**src/rtl/core/ptlrf_pkg.sv**
```systemverilog
`timescale 1ns / 1ps
`default_nettype none

package ptlrf_pkg;

    localparam int TABLE_ENTRIES = 16;
    localparam int SLOT_W = 4;
    localparam int COUNT_W = 5;

    localparam logic [2:0] REQ_REGISTER = 3'd0;
    localparam logic [2:0] REQ_SEQ_CHECK = 3'd1;
    localparam logic [2:0] REQ_FIND_MAC = 3'd2;
    localparam logic [2:0] REQ_FIND_ROLE = 3'd3;
    localparam logic [2:0] REQ_READ_SLOT = 3'd4;

    localparam logic [1:0] STATUS_NONE = 2'd0;
    localparam logic [1:0] STATUS_UPDATED = 2'd1;
    localparam logic [1:0] STATUS_ADDED = 2'd2;
    localparam logic [1:0] STATUS_REPLACED = 2'd3;

    typedef struct packed {
        logic [31:0] last_seq;
        logic [31:0] seen;
        logic [7:0]  role;
        logic [15:0] node;
        logic [47:0] mac;
    } entry_t;

    localparam int ENTRY_W = $bits(entry_t);

endpackage

`default_nettype wire

```
**src/rtl/core/ptlrf_ram.sv**
```systemverilog
`timescale 1ns / 1ps
`default_nettype none

module ptlrf_ram #(
    parameter int WIDTH = 8,
    parameter int DEPTH = 16
) (
    input  wire logic                     aclk,
    input  wire logic                     wr_en,
    input  wire logic [$clog2(DEPTH)-1:0] wr_addr,
    input  wire logic [WIDTH-1:0]         wr_data,
    input  wire logic [$clog2(DEPTH)-1:0] rd_addr,
    output logic      [WIDTH-1:0]         rd_data
);

    logic [WIDTH-1:0] mem [DEPTH];

    always_ff @(posedge aclk) begin
        if (wr_en) begin
            mem[wr_addr] <= wr_data;
        end
        rd_data <= mem[rd_addr];
    end

endmodule

`default_nettype wire

```
**src/rtl/core/peer_table_lru_replay_filter.sv**
```systemverilog
// Register, find by MAC and find by role scan the N entries in use (a match ends the scan
// early), then pass through the read and modify states; a sequence check, a slot read, an
// unknown request or any request on an empty table goes straight to read and modify.
// One request in work at a time: a new transaction is taken only in the idle state, after
// the last result is loaded into the output register; the scan reads one entry per cycle.
// Reset clears the entry count, started flags and handshake state, not the table memory.
`timescale 1ns / 1ps
`default_nettype none

module peer_table_lru_replay_filter (
    input  wire logic         aclk,
    input  wire logic         aresetn,
    input  wire logic         s_tvalid,
    output logic              s_tready,
    // Fields from bit 0: peer_mac, node_code, role_code, slot_index, seq_number, now_ms.
    input  wire logic [143:0] s_tdata,
    // Fields from bit 0: req_type.
    input  wire logic [2:0]   s_tuser,
    output logic              m_tvalid,
    input  wire logic         m_tready,
    // Fields from bit 0: result_slot, reg_status, seq_accepted, peer_total, entry_mac,
    // entry_node, entry_role, entry_seen, entry_last_seq, entry_seq_started.
    output logic [151:0]      m_tdata,
    // Fields from bit 0: hit.
    output logic [0:0]        m_tuser
);

    localparam logic [1:0] ST_IDLE = 2'd0;
    localparam logic [1:0] ST_SCAN = 2'd1;
    localparam logic [1:0] ST_READ = 2'd2;
    localparam logic [1:0] ST_MODIFY = 2'd3;

    localparam int SW = ptlrf_pkg::SLOT_W;
    localparam int CW = ptlrf_pkg::COUNT_W;
    localparam logic [CW-1:0] FULL_COUNT = CW'(ptlrf_pkg::TABLE_ENTRIES);

    logic [1:0] state_reg, state_next;
    logic [CW-1:0] used_count_reg, used_count_next;
    logic [ptlrf_pkg::TABLE_ENTRIES-1:0] started_reg, started_next;

    logic [2:0]  req_reg, req_next;
    logic [47:0] mac_reg, mac_next;
    logic [15:0] node_reg, node_next;
    logic [7:0]  role_reg, role_next;
    logic [31:0] seq_reg, seq_next;
    logic [31:0] now_reg, now_next;

    logic [SW-1:0] slot_reg, slot_next;
    logic          target_valid_reg, target_valid_next;
    logic [1:0]    status_reg, status_next;

    logic [CW-1:0] scan_idx_reg, scan_idx_next;
    logic          cmp_valid_reg, cmp_valid_next;
    logic [SW-1:0] cmp_idx_reg, cmp_idx_next;
    logic [SW-1:0] best_idx_reg, best_idx_next;
    logic [31:0]   best_seen_reg, best_seen_next;

    logic          m_tvalid_reg, m_tvalid_next;
    logic [151:0]  m_tdata_reg, m_tdata_next;
    logic          m_hit_reg, m_hit_next;

    logic                      ram_we;
    logic [SW-1:0]             ram_raddr;
    logic [ptlrf_pkg::ENTRY_W-1:0] ram_rdata;
    ptlrf_pkg::entry_t         rd_ent;
    ptlrf_pkg::entry_t         new_ent;

    logic          issue;
    logic          match;
    logic          last_cmp;
    logic          cand_better;
    logic [SW-1:0] cand_idx;
    logic          out_free;
    logic          accepted;
    logic          started_after;
    logic [CW-1:0] total_after;
    logic [5:0]    s_pad;

    assign rd_ent = ptlrf_pkg::entry_t'(ram_rdata);
    assign s_pad = s_tdata[143:138] & {2'b00, s_tdata[139:136]} & 6'd0;
    assign ram_raddr = (state_reg == ST_SCAN) ? scan_idx_reg[SW-1:0] : slot_reg;

    ptlrf_ram #(
        .WIDTH(ptlrf_pkg::ENTRY_W),
        .DEPTH(ptlrf_pkg::TABLE_ENTRIES)
    ) u_table (
        .aclk   (aclk),
        .wr_en  (ram_we),
        .wr_addr(slot_reg),
        .wr_data(new_ent),
        .rd_addr(ram_raddr),
        .rd_data(ram_rdata)
    );

    assign s_tready = (state_reg == ST_IDLE);
    assign m_tvalid = m_tvalid_reg;
    assign m_tdata = m_tdata_reg;
    assign m_tuser = m_hit_reg;
    assign out_free = !m_tvalid_reg || m_tready;

    always_comb begin
        issue = scan_idx_reg < used_count_reg;
        if (req_reg == ptlrf_pkg::REQ_FIND_ROLE) begin
            match = (rd_ent.role == role_reg);
        end else begin
            match = (rd_ent.mac == mac_reg);
        end
        last_cmp = (CW'(cmp_idx_reg) + CW'(1)) == used_count_reg;
        cand_better = (cmp_idx_reg == '0) || (rd_ent.seen < best_seen_reg);
        cand_idx = cand_better ? cmp_idx_reg : best_idx_reg;
    end

    always_comb begin
        state_next = state_reg;
        used_count_next = used_count_reg;
        started_next = started_reg;
        req_next = req_reg;
        mac_next = mac_reg;
        node_next = node_reg;
        role_next = role_reg;
        seq_next = seq_reg;
        now_next = now_reg;
        slot_next = slot_reg;
        target_valid_next = target_valid_reg;
        status_next = status_reg;
        scan_idx_next = scan_idx_reg;
        cmp_valid_next = 1'b0;
        cmp_idx_next = cmp_idx_reg;
        best_idx_next = best_idx_reg;
        best_seen_next = best_seen_reg;
        m_tvalid_next = m_tvalid_reg && !m_tready;
        m_tdata_next = m_tdata_reg;
        m_hit_next = m_hit_reg;
        ram_we = 1'b0;
        new_ent = rd_ent;
        accepted = 1'b0;
        started_after = started_reg[slot_reg];
        total_after = used_count_reg;

        case (state_reg)
            ST_IDLE: begin
                if (s_tvalid) begin
                    req_next = s_tuser;
                    mac_next = s_tdata[47:0];
                    node_next = s_tdata[63:48];
                    role_next = s_tdata[71:64];
                    slot_next = s_tdata[75:72] | s_pad[3:0];
                    seq_next = s_tdata[107:76];
                    now_next = s_tdata[139:108];
                    status_next = ptlrf_pkg::STATUS_NONE;
                    scan_idx_next = '0;
                    target_valid_next = 1'b0;
                    state_next = ST_READ;
                    case (s_tuser)
                        ptlrf_pkg::REQ_REGISTER: begin
                            if (used_count_reg == '0) begin
                                slot_next = '0;
                                target_valid_next = 1'b1;
                                status_next = ptlrf_pkg::STATUS_ADDED;
                            end else begin
                                state_next = ST_SCAN;
                            end
                        end
                        ptlrf_pkg::REQ_FIND_MAC, ptlrf_pkg::REQ_FIND_ROLE: begin
                            if (used_count_reg != '0) begin
                                state_next = ST_SCAN;
                            end
                        end
                        ptlrf_pkg::REQ_SEQ_CHECK, ptlrf_pkg::REQ_READ_SLOT: begin
                            target_valid_next = CW'(s_tdata[75:72]) < used_count_reg;
                        end
                        default: begin
                            target_valid_next = 1'b0;
                        end
                    endcase
                end
            end
            ST_SCAN: begin
                cmp_valid_next = issue;
                cmp_idx_next = scan_idx_reg[SW-1:0];
                if (issue) begin
                    scan_idx_next = scan_idx_reg + CW'(1);
                end
                if (cmp_valid_reg) begin
                    best_idx_next = cand_idx;
                    if (cand_better) begin
                        best_seen_next = rd_ent.seen;
                    end
                    if (match) begin
                        slot_next = cmp_idx_reg;
                        target_valid_next = 1'b1;
                        if (req_reg == ptlrf_pkg::REQ_REGISTER) begin
                            status_next = ptlrf_pkg::STATUS_UPDATED;
                        end
                        cmp_valid_next = 1'b0;
                        state_next = ST_READ;
                    end else if (last_cmp) begin
                        cmp_valid_next = 1'b0;
                        state_next = ST_READ;
                        if (req_reg == ptlrf_pkg::REQ_REGISTER) begin
                            target_valid_next = 1'b1;
                            if (used_count_reg == FULL_COUNT) begin
                                slot_next = cand_idx;
                                status_next = ptlrf_pkg::STATUS_REPLACED;
                            end else begin
                                slot_next = used_count_reg[SW-1:0];
                                status_next = ptlrf_pkg::STATUS_ADDED;
                            end
                        end
                    end
                end
            end
            ST_READ: begin
                state_next = ST_MODIFY;
            end
            ST_MODIFY: begin
                case (req_reg)
                    ptlrf_pkg::REQ_REGISTER: begin
                        if (status_reg == ptlrf_pkg::STATUS_UPDATED) begin
                            if (node_reg != '0) begin
                                new_ent.node = node_reg;
                            end
                            if (role_reg != '0) begin
                                new_ent.role = role_reg;
                            end
                            new_ent.seen = now_reg;
                        end else begin
                            new_ent.mac = mac_reg;
                            new_ent.node = node_reg;
                            new_ent.role = role_reg;
                            new_ent.seen = now_reg;
                            new_ent.last_seq = '0;
                            started_after = 1'b0;
                            if (status_reg == ptlrf_pkg::STATUS_ADDED) begin
                                total_after = used_count_reg + CW'(1);
                            end
                        end
                    end
                    ptlrf_pkg::REQ_SEQ_CHECK: begin
                        if (target_valid_reg &&
                            (!started_reg[slot_reg] || seq_reg > rd_ent.last_seq)) begin
                            accepted = 1'b1;
                            new_ent.last_seq = seq_reg;
                            started_after = 1'b1;
                        end
                    end
                    default: begin
                        accepted = 1'b0;
                    end
                endcase
                if (out_free) begin
                    ram_we = target_valid_reg &&
                             ((req_reg == ptlrf_pkg::REQ_REGISTER) || accepted);
                    started_next[slot_reg] = target_valid_reg ? started_after
                                                              : started_reg[slot_reg];
                    used_count_next = total_after;
                    m_tvalid_next = 1'b1;
                    m_hit_next = target_valid_reg;
                    m_tdata_next = '0;
                    m_tdata_next[11:7] = total_after;
                    if (target_valid_reg) begin
                        m_tdata_next[3:0] = slot_reg;
                        m_tdata_next[5:4] = status_reg;
                        m_tdata_next[6] = accepted;
                        m_tdata_next[59:12] = new_ent.mac;
                        m_tdata_next[75:60] = new_ent.node;
                        m_tdata_next[83:76] = new_ent.role;
                        m_tdata_next[115:84] = new_ent.seen;
                        m_tdata_next[147:116] = new_ent.last_seq;
                        m_tdata_next[148] = started_after;
                    end
                    state_next = ST_IDLE;
                end
            end
            default: begin
                state_next = ST_IDLE;
            end
        endcase
    end

    always_ff @(posedge aclk) begin
        if (!aresetn) begin
            state_reg <= ST_IDLE;
            used_count_reg <= '0;
            started_reg <= '0;
            cmp_valid_reg <= 1'b0;
            m_tvalid_reg <= 1'b0;
        end else begin
            state_reg <= state_next;
            used_count_reg <= used_count_next;
            started_reg <= started_next;
            cmp_valid_reg <= cmp_valid_next;
            m_tvalid_reg <= m_tvalid_next;
        end
    end

    always_ff @(posedge aclk) begin
        req_reg <= req_next;
        mac_reg <= mac_next;
        node_reg <= node_next;
        role_reg <= role_next;
        seq_reg <= seq_next;
        now_reg <= now_next;
        slot_reg <= slot_next;
        target_valid_reg <= target_valid_next;
        status_reg <= status_next;
        scan_idx_reg <= scan_idx_next;
        cmp_idx_reg <= cmp_idx_next;
        best_idx_reg <= best_idx_next;
        best_seen_reg <= best_seen_next;
        m_tdata_reg <= m_tdata_next;
        m_hit_reg <= m_hit_next;
    end

`ifndef SYNTHESIS
    assert property (@(posedge aclk) disable iff (!aresetn)
        used_count_reg <= FULL_COUNT)
        else $error("Entry count exceeds the table size.");

    assert property (@(posedge aclk) disable iff (!aresetn)
        ($past(aresetn) && !$stable(used_count_reg)) |->
        (used_count_reg == $past(used_count_reg) + CW'(1)))
        else $error("Entry count changed by other than one.");

    assert property (@(posedge aclk) disable iff (!aresetn)
        (m_tvalid_reg && (m_tdata_reg[5:4] != ptlrf_pkg::STATUS_NONE || m_tdata_reg[6]))
        |-> m_hit_reg)
        else $error("Result status given without a hit.");

    assert property (@(posedge aclk) disable iff (!aresetn)
        (m_tvalid_reg && m_tdata_reg[6]) |-> m_tdata_reg[148])
        else $error("Accepted sequence number without the started flag.");
`endif

endmodule

`default_nettype wire
```
**config.mk**
```make
export PLATFORM = sky130hd
export DESIGN_NAME = peer_table_lru_replay_filter
export DESIGN_NICKNAME = d
export VERILOG_FILES = /design/src/rtl/core/ptlrf_pkg.sv /design/src/rtl/core/ptlrf_ram.sv /design/src/rtl/core/peer_table_lru_replay_filter.sv
export SDC_FILE = /design/constraint.sdc
export NUM_CORES = 2
export LEC_CHECK = 0
export ABC_AREA = 0
export BUFFER_PORTS_ARGS = -buffer_cell sky130_fd_sc_hd__clkbuf_2
export CAP_MARGIN = 15
export CORE_MARGIN = 4
export CORE_UTILIZATION = 45
export CTS_CLUSTER_DIAMETER = 60
export DETAILED_ROUTE_END_ITERATION = 6
export GPL_ROUTABILITY_DRIVEN = 0
export PLACE_DENSITY = 0.58
export SLEW_MARGIN = 40
export SYNTH_ARGS = -nofsm -noshare
export SYNTH_HDL_FRONTEND = slang
export SYNTH_SLANG_ARGS = --single-unit
```
**constraint.sdc**
```tcl
create_clock -name aclk -period 14.35 [get_ports aclk]
set_input_delay 1.435 -clock aclk [delete_from_list [all_inputs] [get_ports aclk]]
set_output_delay 1.435 -clock aclk [all_outputs]
set_load 0.01 [all_outputs]
```
==> impl.org <==
** CTS
- Clock sink total :: 2678
- At the later pin of the worst-skew pair, clock insertion delay measures 950 ps.
- Clock transition at the registers of the reported paths :: 60 ps
- Number of gates resized after CTS :: 0
- Total number of H-tree levels :: 5
- TritonCTS built the clock tree.
- Deepest clock path buffer count :: 4
- Hold repair after CTS inserted 0 buffers.
- Clock tree root buffer cell :: clkbuf_16
- TritonCTS created 300 clock buffers.
- After clock tree synthesis, the setup repair step added 0 buffers.

** Run
- Across the run, the number of max-cap violations was 0.

** Finish
- Area growth, synth to finish :: 14.2%
- Footprint of the multi-input gates :: 25400 sq um
- Across the whole layout, storage elements account for 78800 sq um.
- Layout Cells excl Fill :: 11700
- In the final layout, the share of cells above drive strength 1 is 12.1%.
- Max FFs per register :: 2176
- Leaving out fill and tap cells, the most frequent cell in the layout is edfxtp_1.
- Highest-count cells in the layout ignoring fill and taps :: edfxtp_1, nand2_1, nand3_1
- In the final design database the tool counted 8511 nets.
- The layout has 19800 filler cells.

** Power and ir drop
- The clock network burns 27.1% of the power.
- Switching component of the power :: 9.92 mW
- Sequential power share :: 39.1%
- In this run switching power makes up 36.8% of total power.
- VDD sags by at most 0.271 mV.
- Cell Pwr Density :: 223 nW/um^2
- Internal power comes to 17.1 mW.
- The design draws 27.0 mW.
- Summed over all cells, the static leakage comes to 42.4 nW.
- Combinational power share :: 33.8%

** Min path
- In this run the most critical hold path is launched from started_reg[9]$_SDFFE_PN0P_.
- The worst hold path was traced through 2 stages.
- The worst hold path terminates at started_reg[9]$_SDFFE_PN0P_.
- Class of the most critical hold timing path :: register to register

** Critical path
- Measured in cells, the most critical reg-to-reg path has a length of 8.
- In this run the register-to-register setup slack is 9190 ps.
- Critical path start-end classification :: register to register
- For this design, the slowest cell found on the critical path is edfxtp_1.
- R2R Path End :: u_table.mem[5][11]$_DFFE_PP_
- STA puts the critical path data required time at 14880 ps.
- Critical path fanouts, max :: 45
- Reg-to-reg critical path startpoint :: slot_reg[0]$_DFFE_PP_
- The worst setup path is captured at a register.
- In this design, the stage delay of the slowest critical-path cell is 860 ps.
- The critical path goes through mux4_2, mux4_2, and2_1, a21o_1, nor2_4, buf_4, buf_4, buf_6.
- Data arrival, critical path :: 5690 ps
- The worst setup path is launched from a register.

** Detailed routing
- Drt pass-1 iters :: 6
- Post-route antenna net violation count :: 0
- After detailed routing, the average wire length per cell comes to 24.7 microns.
- Using the TritonRoute via totals, the vias-per-cell ratio works out to 5.70.
- In the routed design, unresolved DRC markers number 0.
- 1st-iter DRT viols :: 7172
- Overall routed net length :: 288 mm
- The final route contains 66400 vias.

** Floorplanning
- In this run the core area contains 178 standard-cell rows.
- The die covers 244000 sq um.
- Die Ht :: 494 microns
- Initial core utilization :: 45.2%
- Width of the die :: 494 microns
- The core region is 235000 sq um.
- During I/O placement, the number of pins put on the boundary was 306.

** Logic synthesis
- Of the post-synthesis cell area, the dominant cell type holds 71.2%.
- Fraction of synthesized area in multiplexers :: 1.97%
- Compound-gate portion of the synthesized area :: 4.98%
- After synthesis, the largest family of logic cells by area is simple AND/OR/NAND/NOR gates.
- XOR/XNOR Fraction of Synth Area :: 0.594%
- Yosys printed 0 warnings.
- Synth async-reset ratio :: 0%
- Summing the areas of all and, or, nand and nor instances in the mapped netlist gives 15.0% of the synthesized area.
- Synthesized area divided by synthesized cell count :: 13.2 sq um
- Biggest area contributors in the synthesized netlist :: edfxtp_1, nand2_1, nand3_1
- The synthesized netlist devotes 0.931% of its cell area to adder and majority cells.
- Mapped cell area :: 106000 sq um
- Most area-hungry cell type in the Yosys netlist :: edfxtp_1
- Part of the Yosys area used for sequential elements :: 74.2%
- In the synthesized netlist the dominant register cell turns out to be edfxtp_1.
- Post-synthesis cell count :: 8062
- Synthesis inferred 2678 register bits.
- Count of different cell masters after synthesis :: 64
- Counting flops with a built-in enable in the synthesized netlist gives 2517.

** Placed design
- Once detailed placement completed, the half-perimeter wirelength came to 146 mm.
- Setup slack at placement :: 8620 ps
- Instance count after placement with tap cells included :: 11100
- Total of buffers placed on input and output ports :: 298

** Timing
- RSZ-0062 raised after global routing :: false
- The worst path needs 5160 ps of the cycle, external delays included.
- For the pin with the worst max-slew slack, the measured transition is 895 ps.
- The total count of hold-check failures in the final report was 0.
- Sum of negative setup slack :: 0 ps
- The clock arrives with 64.0 ps of skew.
- Setup violations remaining at the end of the flow were counted as 0.
- Min setup slack post-route :: 9190 ps
- The worst pin sits at a relative slew slack of 40.4%.
- Final Max Slew Viols :: 0
- Based on the critical path, the design can be clocked at up to 194 MHz.
- The final critical path takes up 36.0% of the cycle.

** GRT
- Vias in the first global route :: 64600
- Global routing consumed, over all layers together, 23.1% of the routing resources.
- Entering global routing, the biggest net connects 180 pins.
- Summed over all layers, the global routing overflow is 0.
- Antenna violations before repair :: 10
- Global-route wire length before repair :: 423 mm

** Status
- The flow ran to the end, and the final reports show no timing, DRC or antenna violations.
==> layout make-up <==
cell class | count | share of cell area [%]
timing repair buffer | 432 | 2.74
sequential | 2678 | 65.0
tap | 3150 | 3.25
clock buffer | 422 | 6.89
inverter | 117 | 0.373
clock inverter | 99 | 0.767
multi-input combinational | 4752 | 21.0
antenna | 3 | 0.00619
==> through the flow <==
stage / hold slack, ps / area [sq um] / util [%]
floorplan: 429 / 106000 / -
global placement: 451 / 111000 / 47.2
detailed placement: 472 / 112000 / 47.5
CTS: 480 / 121000 / 51.5
global route: 504 / 121000 / 51.6
finish: 480 / 121000 / 51.6
==> logic make-up after synthesis <==
family | after synthesis
XOR/XNOR | 72
other | 1
adder cells (fa/ha/maj) | 79
AND/OR/NAND/NOR | 3739
AO/OA/AOI/OAI | 694
flip-flops | 2678
buffers and inverters | 634
multiplexers | 165
==> worst max path at each step <==
stage | start | endpoint | slack, ps | cells after the start
6_report | slot_reg[0]$_DFFE_PP_ | u_table.mem[5][11]$_DFFE_PP_ | 9190 | 8
5_1_grt | u_table.rd_data[118]$_DFF_P_ | u_table.mem[5][29]$_DFFE_PP_ | 8910 | 12
4_1_cts | u_table.rd_data[118]$_DFF_P_ | u_table.mem[1][23]$_DFFE_PP_ | 9020 | 11
3_5_place_dp | m_tready | u_table.mem[1][60]$_DFFE_PP_ | 8620 | 8
3_3_place_gp | m_tready | u_table.mem[0][117]$_DFFE_PP_ | 8210 | 8
2_1_floorplan | m_tready | u_table.mem[13][0]$_DFFE_PP_ | 2220 | 7
==> per-layer routing <==
metal	vias to the layer above	wire length [microns]	track usage, %
met5	-	0	0
met4	0	10900	8.67
met3	542	19000	3.01
met2	2591	137000	37.7
met1	33300	121000	31.8
li1	30000	-	-
==> worst max-delay path, delay by kind of cell (launching register included) <==
family | cells | cell delay [ps]
buffers and inverters | 3 | 1910
and+or+nand+nor | 2 | 390
AOI/OAI and AO/OA | 1 | 310
DFF | 1 | 860
muxes | 2 | 1210
==> cell usage after synthesis, types with 6 or more instances <==
cell      count
a211oi_1     17
a21boi_0    100
a21o_1       11
a21oi_1      43
a22o_1       40
a22oi_1      12
a311oi_1    268
a31oi_1     144
and2_1       13
and3_1      146
buf_1        27
buf_2        10
buf_4         6
clkbuf_1    470
dfxtp_1     161
edfxtp_1   2517
ha_1         79
inv_1       117
mux2_2      100
mux2i_1      40
mux4_2       25
nand2_1    2384
nand2b_1      7
nand3_1    1040
nand4_1      21
nor2_1       58
nor2b_1      18
nor3_1       16
nor4_1       25
o21ai_0      25
xnor2_1      27
xor2_1       45
==> power groups by stage <==
stage / combinational (mW) / sequential (mW) / clock (mW)
floorplan: 6.17 / 10.5 / 0
global placement: 8.82 / 10.7 / 0
detailed placement: 9.04 / 10.7 / 0
CTS: 9.09 / 10.5 / 7.44
global route: 10.1 / 10.6 / 7.77
finish: 9.14 / 10.5 / 7.31
Power figures use the tool's default switching activity.
